## src/design/assert_macros.svh

```systemverilog
// assert_macros.svh: assertion helpers for the seed fill core
`ifndef ASSERT_MACROS_SVH
`define ASSERT_MACROS_SVH
// label: property holds on every clock edge outside reset
`define ASSERT_CLK(label, clk, rst, prop, msg) \
   label: assert property (@(posedge clk) disable iff (rst) (prop)) else $error(msg);
// label: property checked during reset too
`define ASSERT_ALWAYS(label, clk, prop, msg) \
   label: assert property (@(posedge clk) (prop)) else $error(msg);
`endif

```

## src/design/grsf_pkg.sv

```systemverilog
// ----------------------------------------------------------------------------
// grsf_pkg: shared types and constants for the grid region seed fill core
// Command codes, register indexes, controller states, grid sizes and wrap helpers.
// ----------------------------------------------------------------------------
package grsf_pkg;
   localparam int MaxWidth  = 256;
   localparam int MaxHeight = 256;
   localparam int CellBits  = 8;
   localparam int XBits     = $clog2(MaxWidth);
   localparam int YBits     = $clog2(MaxHeight);
   localparam int AddrBits  = XBits + YBits;
   localparam int ExtBits   = 9;
   // signed working coordinate: covers -255..510
   localparam int CBits     = 11;

   typedef logic [1:0] cmd_type;
   localparam cmd_type CmdSeed  = 2'd0;
   localparam cmd_type CmdClear = 2'd1;
   localparam cmd_type CmdRead  = 2'd2;

   typedef logic [1:0] csr_index_type;
   localparam csr_index_type RegWidth  = 2'd0;
   localparam csr_index_type RegHeight = 2'd1;
   localparam csr_index_type RegSeed   = 2'd2;

   typedef enum logic [2:0] {
      StIdle, StClear, StSquare, StRing, StRead, StDone, StInit, StWrap
   } state_type;

   typedef struct packed {
      logic                wr_en;
      logic [AddrBits-1:0] wr_addr;
      logic [CellBits-1:0] wr_data;
      logic                rd_en;
      logic [AddrBits-1:0] rd_addr;
   } mem_req_type;

   // reduce a coordinate within -n..2n-1 into 0..n-1
   function automatic logic [ExtBits-1:0] wrap_c(input logic signed [CBits-1:0] c,
                                                 input logic [ExtBits-1:0] n);
      logic signed [CBits-1:0] ns;
      logic signed [CBits-1:0] m;
      begin
         ns = $signed({2'b00, n});
         m = c;
         if (m < 0) m = m + ns;
         if (m >= ns) m = m - ns;
         wrap_c = m[ExtBits-1:0];
      end
   endfunction
endpackage

```

## src/design/grsf_ctrl.sv

```systemverilog
// ----------------------------------------------------------------------------
// grsf_ctrl: command sequencer
// Walks square spans, midpoint rings, clear sweeps and reads; one cell a cycle,
// longer for wrapped points far outside the grid.
// ----------------------------------------------------------------------------
`include "assert_macros.svh"
module grsf_ctrl (
   input  logic                            clock,
   input  logic                            reset,
   input  logic                            start,
   output logic                            busy,
   input  grsf_pkg::cmd_type               cmd,
   input  logic [7:0]                      pos_x,
   input  logic [7:0]                      pos_y,
   input  logic [7:0]                      radius,
   input  logic                            round_shape,
   input  logic                            clip_edges,
   input  logic [grsf_pkg::ExtBits-1:0]    ext_w,
   input  logic [grsf_pkg::ExtBits-1:0]    ext_h,
   input  logic [grsf_pkg::CellBits-1:0]   seed,
   output grsf_pkg::mem_req_type           mem_req,
   input  logic [grsf_pkg::CellBits-1:0]   rd_data,
   output logic                            done,
   output logic [7:0]                      read_value,
   output grsf_pkg::cmd_type               done_cmd
);
   localparam int CB = grsf_pkg::CBits;

   grsf_pkg::state_type state_ff, state_in;
   grsf_pkg::state_type ret_ff, ret_in;
   grsf_pkg::cmd_type cmd_ff, cmd_in;
   logic [7:0] x_ff, x_in, y_ff, y_in, r_ff, r_in;
   logic clip_ff, clip_in, rdok_ff, rdok_in;
   // square offsets, ring walker
   logic signed [CB-1:0] dx_ff, dx_in, dy_ff, dy_in;
   logic [7:0] ring_ff, ring_in, px_ff, px_in, py_ff, py_in;
   logic signed [CB+1:0] d_ff, d_in;
   logic [2:0] oct_ff, oct_in;
   logic [grsf_pkg::AddrBits-1:0] clr_ff, clr_in;
   // coordinate reducer for wrapped points far outside the grid
   logic [9:0] rax_ff, rax_in, ray_ff, ray_in;
   logic [16:0] dvx_ff, dvx_in, dvy_ff, dvy_in;
   logic negx_ff, negx_in, negy_ff, negy_in;
   logic [3:0] red_cnt_ff, red_cnt_in;
   logic wrap_rdy_ff, wrap_rdy_in;

   logic signed [CB-1:0] ox, oy, cx, cy, rs, abs_cx, abs_cy;
   logic [grsf_pkg::ExtBits-1:0] wx, wy, fx, fy;
   logic in_grid, full_x, full_y, plot_en;
   logic walk, fast_x, fast_y, need_red;
   logic [7:0] px_nx;

   assign rs = $signed({3'b000, r_ff});
   // a span as wide as the axis fills the whole axis under wrap
   assign full_x = ({2'b00, r_ff, 1'b1} >= {2'b00, ext_w});
   assign full_y = ({2'b00, r_ff, 1'b1} >= {2'b00, ext_h});

   // select the offset of the current point
   always_comb begin
      ox = dx_ff;
      oy = dy_ff;
      if (state_ff == grsf_pkg::StRing) begin
         case (oct_ff)
            3'd0: begin ox =  $signed({3'b0, px_ff}); oy =  $signed({3'b0, py_ff}); end
            3'd1: begin ox = -$signed({3'b0, px_ff}); oy =  $signed({3'b0, py_ff}); end
            3'd2: begin ox =  $signed({3'b0, px_ff}); oy = -$signed({3'b0, py_ff}); end
            3'd3: begin ox = -$signed({3'b0, px_ff}); oy = -$signed({3'b0, py_ff}); end
            3'd4: begin ox =  $signed({3'b0, py_ff}); oy =  $signed({3'b0, px_ff}); end
            3'd5: begin ox = -$signed({3'b0, py_ff}); oy =  $signed({3'b0, px_ff}); end
            3'd6: begin ox =  $signed({3'b0, py_ff}); oy = -$signed({3'b0, px_ff}); end
            default: begin ox = -$signed({3'b0, py_ff}); oy = -$signed({3'b0, px_ff}); end
         endcase
      end
   end

   assign cx = $signed({3'b0, x_ff}) + ox;
   assign cy = $signed({3'b0, y_ff}) + oy;
   assign in_grid = (cx >= 0) && (cy >= 0) && (cx < $signed({2'b00, ext_w}))
                    && (cy < $signed({2'b00, ext_h}));
   assign wx = grsf_pkg::wrap_c(cx, ext_w);
   assign wy = grsf_pkg::wrap_c(cy, ext_h);
   assign px_nx = px_ff + 8'd1;

   // wrapped points outside -n..2n-1 go through the reducer before they are written
   assign walk = (state_ff == grsf_pkg::StSquare) || (state_ff == grsf_pkg::StRing);
   assign fast_x = (cx >= -$signed({2'b00, ext_w})) && (cx < $signed({1'b0, ext_w, 1'b0}));
   assign fast_y = (cy >= -$signed({2'b00, ext_h})) && (cy < $signed({1'b0, ext_h, 1'b0}));
   assign need_red = walk && !clip_ff && !wrap_rdy_ff && !(fast_x && fast_y);
   assign abs_cx = cx[CB-1] ? -cx : cx;
   assign abs_cy = cy[CB-1] ? -cy : cy;
   assign fx = negx_ff ? ((rax_ff == 10'd0) ? 9'd0 : ext_w - rax_ff[8:0]) : rax_ff[8:0];
   assign fy = negy_ff ? ((ray_ff == 10'd0) ? 9'd0 : ext_h - ray_ff[8:0]) : ray_ff[8:0];

   // state register; reset starts the sweep that zeroes the grid
   always_ff @(posedge clock) begin
      if (reset) begin
         state_ff <= grsf_pkg::StInit;
         clr_ff <= '0;
         wrap_rdy_ff <= 1'b0;
      end else begin
         state_ff <= state_in;
         clr_ff <= clr_in;
         wrap_rdy_ff <= wrap_rdy_in;
      end
   end

   // datapath registers
   always_ff @(posedge clock) begin
      cmd_ff <= cmd_in; x_ff <= x_in; y_ff <= y_in; r_ff <= r_in;
      clip_ff <= clip_in; rdok_ff <= rdok_in;
      dx_ff <= dx_in; dy_ff <= dy_in; ring_ff <= ring_in;
      px_ff <= px_in; py_ff <= py_in; d_ff <= d_in; oct_ff <= oct_in;
      ret_ff <= ret_in; rax_ff <= rax_in; ray_ff <= ray_in;
      dvx_ff <= dvx_in; dvy_ff <= dvy_in; negx_ff <= negx_in; negy_ff <= negy_in;
      red_cnt_ff <= red_cnt_in;
   end

   // next state, walker steps and memory requests
   always_comb begin
      state_in = state_ff;
      cmd_in = cmd_ff; x_in = x_ff; y_in = y_ff; r_in = r_ff;
      clip_in = clip_ff; rdok_in = rdok_ff;
      dx_in = dx_ff; dy_in = dy_ff; ring_in = ring_ff;
      px_in = px_ff; py_in = py_ff; d_in = d_ff; oct_in = oct_ff;
      clr_in = clr_ff;
      ret_in = ret_ff; rax_in = rax_ff; ray_in = ray_ff;
      dvx_in = dvx_ff; dvy_in = dvy_ff; negx_in = negx_ff; negy_in = negy_ff;
      red_cnt_in = red_cnt_ff; wrap_rdy_in = wrap_rdy_ff;
      mem_req = '0;
      plot_en = 1'b0;
      done = 1'b0;
      read_value = '0;
      done_cmd = cmd_ff;
      busy = (state_ff != grsf_pkg::StIdle);
      case (state_ff)
         grsf_pkg::StIdle: begin
            if (start) begin
               cmd_in = cmd; x_in = pos_x; y_in = pos_y; r_in = radius;
               clip_in = clip_edges;
               dx_in = -$signed({3'b0, radius});
               dy_in = -$signed({3'b0, radius});
               ring_in = radius; px_in = '0; py_in = radius; oct_in = '0;
               d_in = $signed(13'sd3) - $signed({4'b0, radius, 1'b0});
               clr_in = '0;
               wrap_rdy_in = 1'b0;
               rdok_in = ({1'b0, pos_x} < ext_w) && ({1'b0, pos_y} < ext_h);
               case (cmd)
                  grsf_pkg::CmdSeed:
                     state_in = round_shape ? ((radius == 8'd0) ? grsf_pkg::StDone
                                                                 : grsf_pkg::StRing)
                                            : grsf_pkg::StSquare;
                  grsf_pkg::CmdClear: state_in = grsf_pkg::StClear;
                  grsf_pkg::CmdRead: begin
                     state_in = grsf_pkg::StRead;
                     mem_req.rd_en = 1'b1;
                     mem_req.rd_addr = {pos_y, pos_x};
                  end
                  default: state_in = grsf_pkg::StDone;
               endcase
            end
         end
         // zero the grid after reset, no result
         grsf_pkg::StInit: begin
            mem_req.wr_en = 1'b1;
            mem_req.wr_addr = clr_ff;
            clr_in = clr_ff + 1'b1;
            if (&clr_ff) state_in = grsf_pkg::StIdle;
         end
         grsf_pkg::StClear: begin
            mem_req.wr_en = 1'b1;
            mem_req.wr_addr = clr_ff;
            clr_in = clr_ff + 1'b1;
            if (&clr_ff) state_in = grsf_pkg::StDone;
         end
         grsf_pkg::StSquare: begin
            plot_en = 1'b1;
            if (!need_red) begin
               wrap_rdy_in = 1'b0;
               // skip the redundant part of a span that covers the axis
               if (dx_ff == rs || (!clip_ff && full_x && cx - $signed({2'b0, ext_w}) ==
                                   $signed({3'b0, x_ff}) - rs - 11'sd1)) begin
                  dx_in = -rs;
                  if (dy_ff == rs || (!clip_ff && full_y && cy - $signed({2'b0, ext_h}) ==
                                      $signed({3'b0, y_ff}) - rs - 11'sd1))
                     state_in = grsf_pkg::StDone;
                  else
                     dy_in = dy_ff + 11'sd1;
               end else begin
                  dx_in = dx_ff + 11'sd1;
               end
            end
         end
         grsf_pkg::StRing: begin
            plot_en = 1'b1;
            if (!need_red) begin
               wrap_rdy_in = 1'b0;
               oct_in = oct_ff + 3'd1;
               if (oct_ff == 3'd7) begin
                  if (d_ff < 0) begin
                     d_in = d_ff + $signed({3'b0, px_nx, 2'b00}) + 13'sd6;
                  end else begin
                     py_in = py_ff - 8'd1;
                     d_in = d_ff + $signed({3'b0, px_nx, 2'b00})
                            - $signed({3'b0, py_ff - 8'd1, 2'b00}) + 13'sd10;
                  end
                  px_in = px_nx;
                  // leave this ring once px passes py
                  if ((d_ff < 0) ? (px_nx > py_ff) : (px_nx > py_ff - 8'd1)) begin
                     if (ring_ff == 8'd1) state_in = grsf_pkg::StDone;
                     else begin
                        ring_in = ring_ff - 8'd1;
                        px_in = '0;
                        py_in = ring_ff - 8'd1;
                        d_in = $signed(13'sd3) - $signed({4'b0, ring_ff - 8'd1, 1'b0});
                     end
                  end
               end
            end
         end
         // reduce both magnitudes, one compare and subtract of n<<k a cycle
         grsf_pkg::StWrap: begin
            if ({7'b0, rax_ff} >= dvx_ff) rax_in = rax_ff - dvx_ff[9:0];
            if ({7'b0, ray_ff} >= dvy_ff) ray_in = ray_ff - dvy_ff[9:0];
            dvx_in = dvx_ff >> 1;
            dvy_in = dvy_ff >> 1;
            red_cnt_in = red_cnt_ff + 4'd1;
            if (red_cnt_ff == 4'd8) begin
               state_in = ret_ff;
               wrap_rdy_in = 1'b1;
            end
         end
         grsf_pkg::StRead: state_in = grsf_pkg::StDone;
         grsf_pkg::StDone: begin
            done = 1'b1;
            read_value = (cmd_ff == grsf_pkg::CmdRead && rdok_ff) ? rd_data : '0;
            state_in = grsf_pkg::StIdle;
         end
         default: state_in = grsf_pkg::StIdle;
      endcase
      // hold the walker and load the reducer for a far wrapped point
      if (need_red) begin
         state_in = grsf_pkg::StWrap;
         ret_in = state_ff;
         rax_in = abs_cx[9:0];
         ray_in = abs_cy[9:0];
         negx_in = cx[CB-1];
         negy_in = cy[CB-1];
         dvx_in = {ext_w, 8'h00};
         dvy_in = {ext_h, 8'h00};
         red_cnt_in = '0;
      end
      if (plot_en && !need_red && (!clip_ff || in_grid)) begin
         mem_req.wr_en = 1'b1;
         mem_req.wr_data = seed;
         mem_req.wr_addr = clip_ff ? {cy[7:0], cx[7:0]} :
                           wrap_rdy_ff ? {fy[7:0], fx[7:0]} : {wy[7:0], wx[7:0]};
      end
   end

   `ASSERT_CLK(a_done_idle, clock, reset, done |=> !busy, "done not followed by idle")
   `ASSERT_CLK(a_one_port, clock, reset, !(mem_req.rd_en && mem_req.wr_en),
               "read and write in one cycle")
   `ASSERT_CLK(a_start_busy, clock, reset, (start && !busy) |=> busy, "start not taken")
   `ASSERT_ALWAYS(a_reset_sweep, clock, reset |=> busy, "no grid sweep after reset")
endmodule

```

## config.mk

```make
export PLATFORM = sky130hd
export DESIGN_NAME = grsf_ctrl
export DESIGN_NICKNAME = d
export VERILOG_FILES = /design/src/design/grsf_pkg.sv /design/src/design/grsf_ctrl.sv
export VERILOG_INCLUDE_DIRS = /design/src /design/src/design
export SDC_FILE = /design/constraint.sdc
export NUM_CORES = 1
export LEC_CHECK = 0
export BUFFER_PORTS_ARGS = -buffer_cell sky130_fd_sc_hd__buf_2
export CORE_MARGIN = 4
export CORE_UTILIZATION = 60
export DETAILED_ROUTE_END_ITERATION = 10
export GPL_TIMING_DRIVEN = 0
export PLACE_DENSITY = 0.79
export RECOVER_POWER = 25
export SLEW_MARGIN = 15
export SYNTH_ARGS = -nofsm -noshare
export SYNTH_HDL_FRONTEND = slang
export SYNTH_SLANG_ARGS = --single-unit
```

## constraint.sdc

```tcl
create_clock -name clock -period 16.5 [get_ports clock]
set_clock_uncertainty 0.15 [all_clocks]
set_input_delay 2.475 -clock clock [delete_from_list [all_inputs] [get_ports clock]]
set_output_delay 2.475 -clock clock [all_outputs]
set_load 0.01 [all_outputs]
```

==> impl_metrics.tcl, run 1 <==
set metrics [dict create \
    finalWeightedCongestion 1.015 \
    grt_pass1_vias 18690 \
    syn_area_sq_mm 0.02007 \
    synth_nets 2777 \
    fin_tns_setup_ns 0 \
    min_period_ns 12.53 \
    synth_area_leaders "edfxtp_1 (20%), ha_1 (16%), xnor2_1 (6.6%)" \
    route.detailed.drc 0 \
    initial_utilization 0.6122 \
    finalHoldViolCount 0 \
    yosysSeqAreaShare 0.2374 \
    setup_viol 0 \
    maxSlewHeadroom 0.04840 \
    ioPinCount 119 \
    die_area_sq_mm 0.03644 \
    status "completed" \
    grt_max_degree 31 \
    ys.flop_type "edfxtp_1" \
    crit_buf_inv 7 \
    cp_top_family "compound AO/OA/AOI/OAI gates" \
    p_per_area_mw_per_mm2 161.5 \
    vias_per_cell 6.419 \
    path_depth 30 \
    clockBufferDepth 2 \
    cts_resized 0 \
    maxCapViolations 0 \
    io_buffers 118 \
    critical-path-max-stage-delay_ns 0.95 \
    hp-class "register to register" \
    timing.critical_path.to "mem_req[37]" \
    synth_top_cells_by_count "ha_1 (262), nand2_1 (240), o21ai_0 (183), nor2_1 (178), inv_1 (176)" \
    antenna_found_initial 1 \
    clockRootBuffer "clkbuf_16" \
    synth.most_common_cell "ha_1" \
    yosys_warnings 0 \
    cp_slowest_cell "nor2_1" \
    r2r-end "d_ff[5]" \
    p_total_mw 3.543 \
    rrSetupSlack_ns 5.81 \
    worst-path-max-fanout 11 \
    drive_gt1_frac 0.08346 \
    yosysTopAreaCell "edfxtp_1" \
    syn_to_final_growth_pct 9.276 \
    placementRows 66 \
    dr.pass1.iters 5 \
    coreArea_sq_mm 0.03278 \
    cts_hold_buf 0 \
    hold_ws_ns 0.2871 \
    ant_nets 0 \
    layout_worst_path_cycle_share 0.7594 \
    clk_pin_slew_ns 0.07 \
    drt-total-wl_um 66900 \
    htree_levels 4 \
    avgSynthCellArea_sq_um 8.243 \
    yosysTopAreaCellShare 0.1975 \
    r2r_cells 31 \
    die_h_um 190.9 \
    vdd_ir_drop_max_mv 0.1146 \
    clock_latency_ns 0.46 \
    die_w_um 190.9 \
    ys_async_sr_fraction 0 \
    cp.arrival_ns 9.91 \
    grt_pass1_wl_um 102800 \
    path_class "register to output port" \
    antenna_cells 0 \
    startpoint_type "register" \
    synth-seq-cells 172 \
    r2r-start "state_ff[2]" \
    num_vias 19450 \
    grt_overflow 0 \
    finalMaxSlewViolations 0 \
    tritoncts "done" \
    synth_cell_types 98 \
    wire_per_inst_um 22.08 \
    postCtsSetupRepairBufs 0 \
    cts_buffers 17 \
    track_usage 0.3587 \
    syn_inst 2435 \
    rsz0062_at_grt "false" \
    place_inst 2998 \
    max_freq_mhz 79.80 \
    nNetsFinal 2917 \
    cp-startpoint "state_ff[2]" \
    dp_hpwl_um 52790 \
    end_kind "output port" \
    numClockSinks 172 \
    drt_first_iter_violations 1879 \
    critPathRequiredTime_ns 13.88 \
    p_leak_nw 9.237 \
    layout.cells.non_filler 3030 \
    synth-edff-count 132 \
    worst_pin_slew_ns 1.427 \
]
[layout make-up]
| cell class | instances | area, sq um |
|---|---|---|
| multi-input combinational | 1992 | 14330 |
| fill | 2748 | 10850 |
| sequential | 172 | 4765 |
| inverter | 179 | 671.9 |
| timing repair buffer | 121 | 598.1 |
| tap | 442 | 553.0 |
| clock buffer | 18 | 450.4 |
| buffer | 92 | 397.9 |
| clock inverter | 14 | 171.4 |
[state kept, by name (all words and copies together), names as in the netlist, 4 cells and up]
register and count:
y_ff 8, py_ff 8, x_ff 8, r_ff 8, dvy_ff 17, dvx_ff 17, dx_ff 11, px_ff 8
rax_ff 10, ring_ff 8, d_ff 12, red_cnt_ff 4, dy_ff 11, clr_ff 16, ray_ff 10
[per-layer routing]
layer / share of wire / global-route usage / vias to the layer above
li1: - / - / 9079
met1: 0.39 / 0.4445 / 9087
met2: 0.46 / 0.6016 / 1017
met3: 0.079 / 0.04967 / 265
met4: 0.065 / 0.2028 / 2
met5: 0.00019 / 0 / -
[worst register-to-register path, delay by kind of cell (launching register included)]
family | cells | cell delay (ns)
compound gates | 9 | 2.99
xor+xnor | 1 | 0.46
fa+ha+maj | 3 | 1.08
buf+inv | 9 | 2.98
flops | 1 | 0.31
simple gates | 9 | 2.43
[cells in the final DEF, fill, tap and decap left out, types with 11 or more instances in the layout]
master / Yosys / final
a211oi_1: 17 / 17
a21boi_0: 16 / 15
a21o_1: 38 / 38
a21oi_1: 150 / 149
a221oi_1: 11 / 11
a22o_1: 18 / 18
a31oi_1: 16 / 16
and2_1: 43 / 42
and3_1: 22 / 22
buf_2: 9 / 96
clkbuf_1: 69 / 100
clkbuf_16: 0 / 18
dfxtp_1: 40 / 40
edfxtp_1: 132 / 132
fa_1: 15 / 15
ha_1: 262 / 262
inv_1: 176 / 176
mux2_2: 14 / 14
mux2i_1: 21 / 21
nand2_1: 240 / 240
nand2b_1: 42 / 42
nand3_1: 63 / 63
nand3b_1: 12 / 12
nand4_1: 28 / 28
nor2_1: 178 / 178
nor2b_1: 36 / 36
nor3_1: 50 / 50
nor4_1: 23 / 22
o211ai_1: 11 / 11
o21a_1: 24 / 24
o21ai_0: 183 / 181
o221ai_1: 16 / 16
o22ai_1: 11 / 11
o31ai_1: 13 / 13
or2_2: 16 / 16
or3_1: 16 / 16
xnor2_1: 151 / 145
xor2_1: 83 / 83
[how the worst min path moves through the flow]
stage	startpoint	endpoint	cells after the start
after floorplan	state_ff[2]	ret_ff[2]	0
after global placement	state_ff[2]	ret_ff[2]	0
after detailed placement	state_ff[2]	ret_ff[2]	0
after CTS	state_ff[2]	ret_ff[2]	0
after global routing	state_ff[2]	ret_ff[2]	0
final	state_ff[2]	ret_ff[2]	0
[power breakdown]
part | switching, mW | internal (mW) | total [mW]
Clock | 0.207 | 0.226 | 0.433
Sequential | 0.0653 | 0.584 | 0.649
Combinational | 1.49 | 0.968 | 2.46
[per-stage QoR]
step	utilization	cell area, sq um	worst slack, ns
3_3_place_gp	0.6471	21210	3.855
2_1_floorplan	-	20070	7.429
6_report	0.6690	21930	3.969
3_5_place_dp	0.6502	21320	4.781
4_1_cts	0.6691	21940	4.268
5_1_grt	0.6690	21930	3.427
[cells by family (layout without fill, tap and decap cells)]
family / after synthesis / after routing / share of synthesized area
buffers and inverters: 271 / 424 / 0.05330
multiplexers: 36 / 36 / 0.01945
AND/OR/NAND/NOR: 807 / 807 / 0.1987
adder cells (fa/ha/maj): 277 / 277 / 0.1783
XOR/XNOR: 239 / 239 / 0.1075
AO/OA/AOI/OAI: 633 / 633 / 0.2054
flip-flops: 172 / 172 / 0.2374
Note: power is estimated with default switching activity, not from simulation.
==> run 2: changes to the inputs <==
- CORE_UTILIZATION: 60 -> 58
- PLACE_DENSITY: 0.79 -> 0.8
- clock period: 16.5 -> 10.17 ns (I/O delays scaled with it)
==> impl_metrics.tcl, run 2 (synthesis gave the netlist of run 1 again) <==
set metrics [dict create \
    reg.largest.list "dvx_ff: 17 flops, dvy_ff: 17 flops, clr_ff: 16 flops" \
    maxSlewHeadroom 0.05862 \
    dr.pass1.iters 7 \
    cts_hold_buf 0 \
    fin_area_sq_mm 0.02218 \
    fin_tns_setup_ns 0 \
    layout_worst_path_cycle_share 0.9709 \
    track_usage 0.3437 \
    cp_slowest_cell "nor2_1" \
    htree_levels 4 \
    route.detailed.drc 0 \
    vias_per_cell 6.456 \
    final_util 0.6550 \
    antenna_found_initial 3 \
    clock_latency_ns 0.47 \
    p_int_mw 2.946 \
    p_per_area_mw_per_mm2 262.0 \
    die_area_sq_mm 0.03764 \
    grt_overflow 0 \
    p_switching_mw 2.865 \
    coreArea_sq_mm 0.03387 \
    worst_pin_slew_ns 1.411 \
    end_kind "output port" \
    wire_per_inst_um 22.21 \
    register_area_sq_mm 0.004765 \
    setup_viol 0 \
    numClockSinks 172 \
    startpoint_type "register" \
    max_freq_mhz 101.3 \
    path_class "register to output port" \
    placementRows 67 \
    die_w_um 194.0 \
    seq_power_share 0.182 \
    final_cell_mix "ha_1 (261), nand2_1 (240), o21ai_0 (178), inv_1 (176), nor2_1 (176)" \
    tritoncts "done" \
    finalMaxSlewViolations 0 \
    min_period_ns 9.874 \
    num_vias 19660 \
    critical-path-max-stage-delay_ns 0.56 \
    p_comb_frac 0.701 \
    vdd_ir_drop_max_mv 0.1722 \
    cp_top_family "compound AO/OA/AOI/OAI gates" \
    finalWeightedCongestion 1.005 \
    io_buffers 118 \
    grt_max_degree 31 \
    cts_buffers 17 \
    grt_pass1_vias 18980 \
    hold_ws_ns 0.3215 \
    clk_pin_slew_ns 0.07 \
    multi_input_area_sq_mm 0.01452 \
    swShare 0.4930 \
    nNetsFinal 2925 \
    status "completed" \
    worst-path-max-fanout 11 \
    placed_area_sq_mm 0.02128 \
    ant_nets 0 \
    clockPowerShare 0.117 \
    final_common_cell "ha_1" \
    hp-class "register to register" \
    fillers 2907 \
    die_h_um 194.0 \
    initial_utilization 0.5926 \
    dp_hpwl_um 52840 \
    crit_buf_inv 6 \
    drive_gt1_frac 0.09746 \
    syn_to_final_growth_pct 10.53 \
    drt-total-wl_um 67650 \
    ioPinCount 119 \
    maxCapViolations 0 \
    grt_pass1_wl_um 104000 \
    finalHoldViolCount 0 \
    p_leak_nw 9.332 \
    clockRootBuffer "clkbuf_16" \
    critPathRequiredTime_ns 8.49 \
    clockBufferDepth 2 \
    cp.arrival_ns 8.20 \
    drt_first_iter_violations 2134 \
]
-- run 2: changes by cell type in the layout (fill, tap and decap cells not counted), moves of 4 or more --
cell      before  now
xor2_2         1    5
xnor2_4        0    4
xnor2_2        6    2
buf_4          4   15
clkbuf_2       0    7
clkbuf_1     100   89
clkinv_2       0    5
xor2_1        83   77
-- run 2: stage by stage --
stage	cells	setup WS, ns	power [mW]
global placement	3001	-2.359	4.780
floorplan	2435	1.493	3.919
global route	3045	-0.04809	6.206
CTS	3037	0.04079	5.626
detailed placement	3004	-0.6812	4.899
finish	3046	0.2957	5.812
-- run 2: layout make-up --
type / count / area share
clock buffer: 18 / 0.01980
timing repair buffer: 132 / 0.03074
sequential: 172 / 0.2148
multi-input combinational: 1992 / 0.6544
inverter: 179 / 0.03029
tap: 448 / 0.02527
antenna: 2 / 0.0002256
buffer: 89 / 0.01799
clock inverter: 14 / 0.006486
-- run 2: power by group through the flow --
stage	clock [mW]	combinational [mW]	sequential (mW)
finish	0.680	4.08	1.06
global route	0.705	4.43	1.07
CTS	0.677	3.90	1.05
detailed placement	0	3.84	1.06
global placement	0	3.72	1.06
floorplan	0	2.89	1.03
-- run 2: layer usage --
metal | GRT usage | up-vias | part of all wire
li1 | - | 9085 | -
met1 | 0.4261 | 9208 | 0.38
met2 | 0.5819 | 1111 | 0.47
met3 | 0.05613 | 256 | 0.094
met4 | 0.1698 | 4 | 0.057
met5 | 0 | - | 0.00049
-- run 2: worst paths after layout --
kind | start | slack, ns | cells past startpoint | to
worst max-delay path | oct_ff[0] | 0.30 | 31 | mem_req[37]
worst min-delay path | dvy_ff[0] | 0.32 | 2 | dvy_ff[0]
worst max register to register | oct_ff[0] | 1.00 | 31 | d_ff[2]
worst min register to register | dvy_ff[0] | 0.32 | 2 | dvy_ff[0]
-- run 2: repair_timing --
action | CTS | global route
resized for setup | 18 | 35
buffers inserted | 1 | 10
setup endpoints to repair | 25 | 24
pin swaps | 1 | 3
-- run 2: worst min-delay path, delay by kind of cell, from the launching register on --
kind | cells | cell delay, ns
flops | 1 | 0.31
compound gates | 1 | 0.06
simple gates | 1 | 0.06
==> run 3: changes to the inputs <==
- CORE_UTILIZATION: 58 -> 60
- PLACE_DENSITY: 0.8 -> 0.79
- clock period: 10.17 -> 10.9 ns (I/O delays scaled with it)
==> impl_metrics.tcl, run 3 (synthesis gave the netlist of run 1 again) <==
set metrics [dict create \
    maxCapViolations 0 \
    tritoncts "done" \
    grt_pass1_vias 18700 \
    end_kind "output port" \
    syn_to_final_growth_pct 9.650 \
    worst-path-max-fanout 11 \
    dp_hpwl_um 52790 \
    p_total_mw 5.376 \
    finalWeightedCongestion 1.015 \
    antenna_cells 0 \
    clock_latency_ns 0.46 \
    path_class "register to output port" \
    grt_max_degree 31 \
    grt_pass1_wl_um 103000 \
    finalMaxSlewViolations 0 \
    cp_slowest_cell "edfxtp_1" \
    track_usage 0.3589 \
    finalHoldViolCount 0 \
    cpMostUsedCell "o21ai_0" \
    status "completed" \
    die_area_sq_mm 0.03644 \
    vdd_ir_drop_max_mv 0.1721 \
    drive_gt1_frac 0.08842 \
    placed_area_sq_mm 0.02132 \
    maxSlewHeadroom 0.06726 \
    placementRows 66 \
    min_period_ns 10.54 \
    num_vias 19470 \
    io_buffers 118 \
    setup_viol 0 \
    die_h_um 190.9 \
    critical-path-max-stage-delay_ns 0.59 \
    clk_pin_slew_ns 0.07 \
    max_freq_mhz 94.89 \
    p_leak_nw 9.282 \
    die_w_um 190.9 \
    critPathRequiredTime_ns 9.12 \
    ant_nets 0 \
    p_per_area_mw_per_mm2 244.3 \
    fin_area_sq_mm 0.02201 \
    worst_pin_slew_ns 1.398 \
    ioPinCount 119 \
    numClockSinks 172 \
    final_common_cell "ha_1" \
    cp_top_family "compound AO/OA/AOI/OAI gates" \
    cts_buffers 17 \
    htree_levels 4 \
    dr.pass1.iters 6 \
    nNetsFinal 2919 \
    antenna_found_initial 1 \
    drt-total-wl_um 67080 \
    final_util 0.6713 \
    drt_first_iter_violations 1789 \
    hp-class "register to register" \
    final_cell_mix "ha_1 (262), nand2_1 (240), o21ai_0 (181), nor2_1 (178), inv_1 (176)" \
    route.detailed.drc 0 \
    cp.arrival_ns 8.75 \
    wire_per_inst_um 22.12 \
    rsz0062_at_grt "true" \
    layout_worst_path_cycle_share 0.9669 \
    clockBufferDepth 2 \
    clockRootBuffer "clkbuf_16" \
    reg.largest.list "dvx_ff: 17 flops, dvy_ff: 17 flops, clr_ff: 16 flops" \
    initial_utilization 0.6122 \
    vias_per_cell 6.421 \
    coreArea_sq_mm 0.03278 \
    crit_buf_inv 4 \
    startpoint_type "register" \
    grt_overflow 0 \
]
[run 3: changes by cell type in the layout (fill, tap and decap cells not counted), sizes merged]
cell	before	now
clkbuf	115	119
buf	124	114
clkinvlp	2	0
inv	181	184
bufinv	2	1
diode	2	0
[run 3: cell type report]
cell class,instances,area (sq um)
Fill cell,2740,10780
Buffer,92,406.6
Timing Repair Buffer,123,613.1
Tap cell,442,553.0
Clock inverter,14,171.4
Multi-Input combinational cell,1992,14380
Sequential cell,172,4765
Clock buffer,18,450.4
Inverter,179,671.9
[run 3: worst paths after layout]
| check | startpoint | endpoint | slack [ns] | depth (start not counted) |
|---|---|---|---|---|
| hold / removal | state_ff[2] | ret_ff[2] | 0.29 | 0 |
| hold reg to reg | state_ff[2] | ret_ff[2] | 0.29 | 0 |
| setup reg to reg | py_ff[0] | d_ff[5] | 1.36 | 28 |
| setup / recovery | py_ff[0] | mem_req[34] | 0.36 | 27 |
[run 3: repair_timing]
item / 4_1_cts / 5_1_grt
resized for setup: 3 / 18
pin swaps: 0 / 1
hold buffers: 0 / 0
buffers inserted: 0 / 2
endpoints found under the setup margin: 24 / 24
[run 3: power by group]
group | total (mW) | internal [mW] | switching, mW
sequential | 0.983 | 0.884 | 0.0992
clock | 0.655 | 0.342 | 0.313
combinational | 3.74 | 1.47 | 2.26
total | 5.38 | 2.70 | 2.68
[run 3: per-stage QoR]
step,TNS [ns],worst slack (ns),instances,hold slack [ns]
finish,0,0.3612,3032,0.2873
global route,-0.01669,-0.01669,3032,0.2987
CTS,0,0.04866,3030,0.2851
detailed placement,0,0.02078,2998,0.2658
global placement,-49.78,-1.745,2995,0.2617
floorplan,0,2.223,2435,0.2564
[run 3: routing by layer]
layer	GRT usage	part of all wire	routed length (um)	up-vias
met5	0	0.00019	13	-
met4	0.2039	0.065	4329	2
met3	0.05004	0.082	5513	259
met2	0.6004	0.46	30930	1051
met1	0.4454	0.39	26290	9080
li1	-	-	-	9077
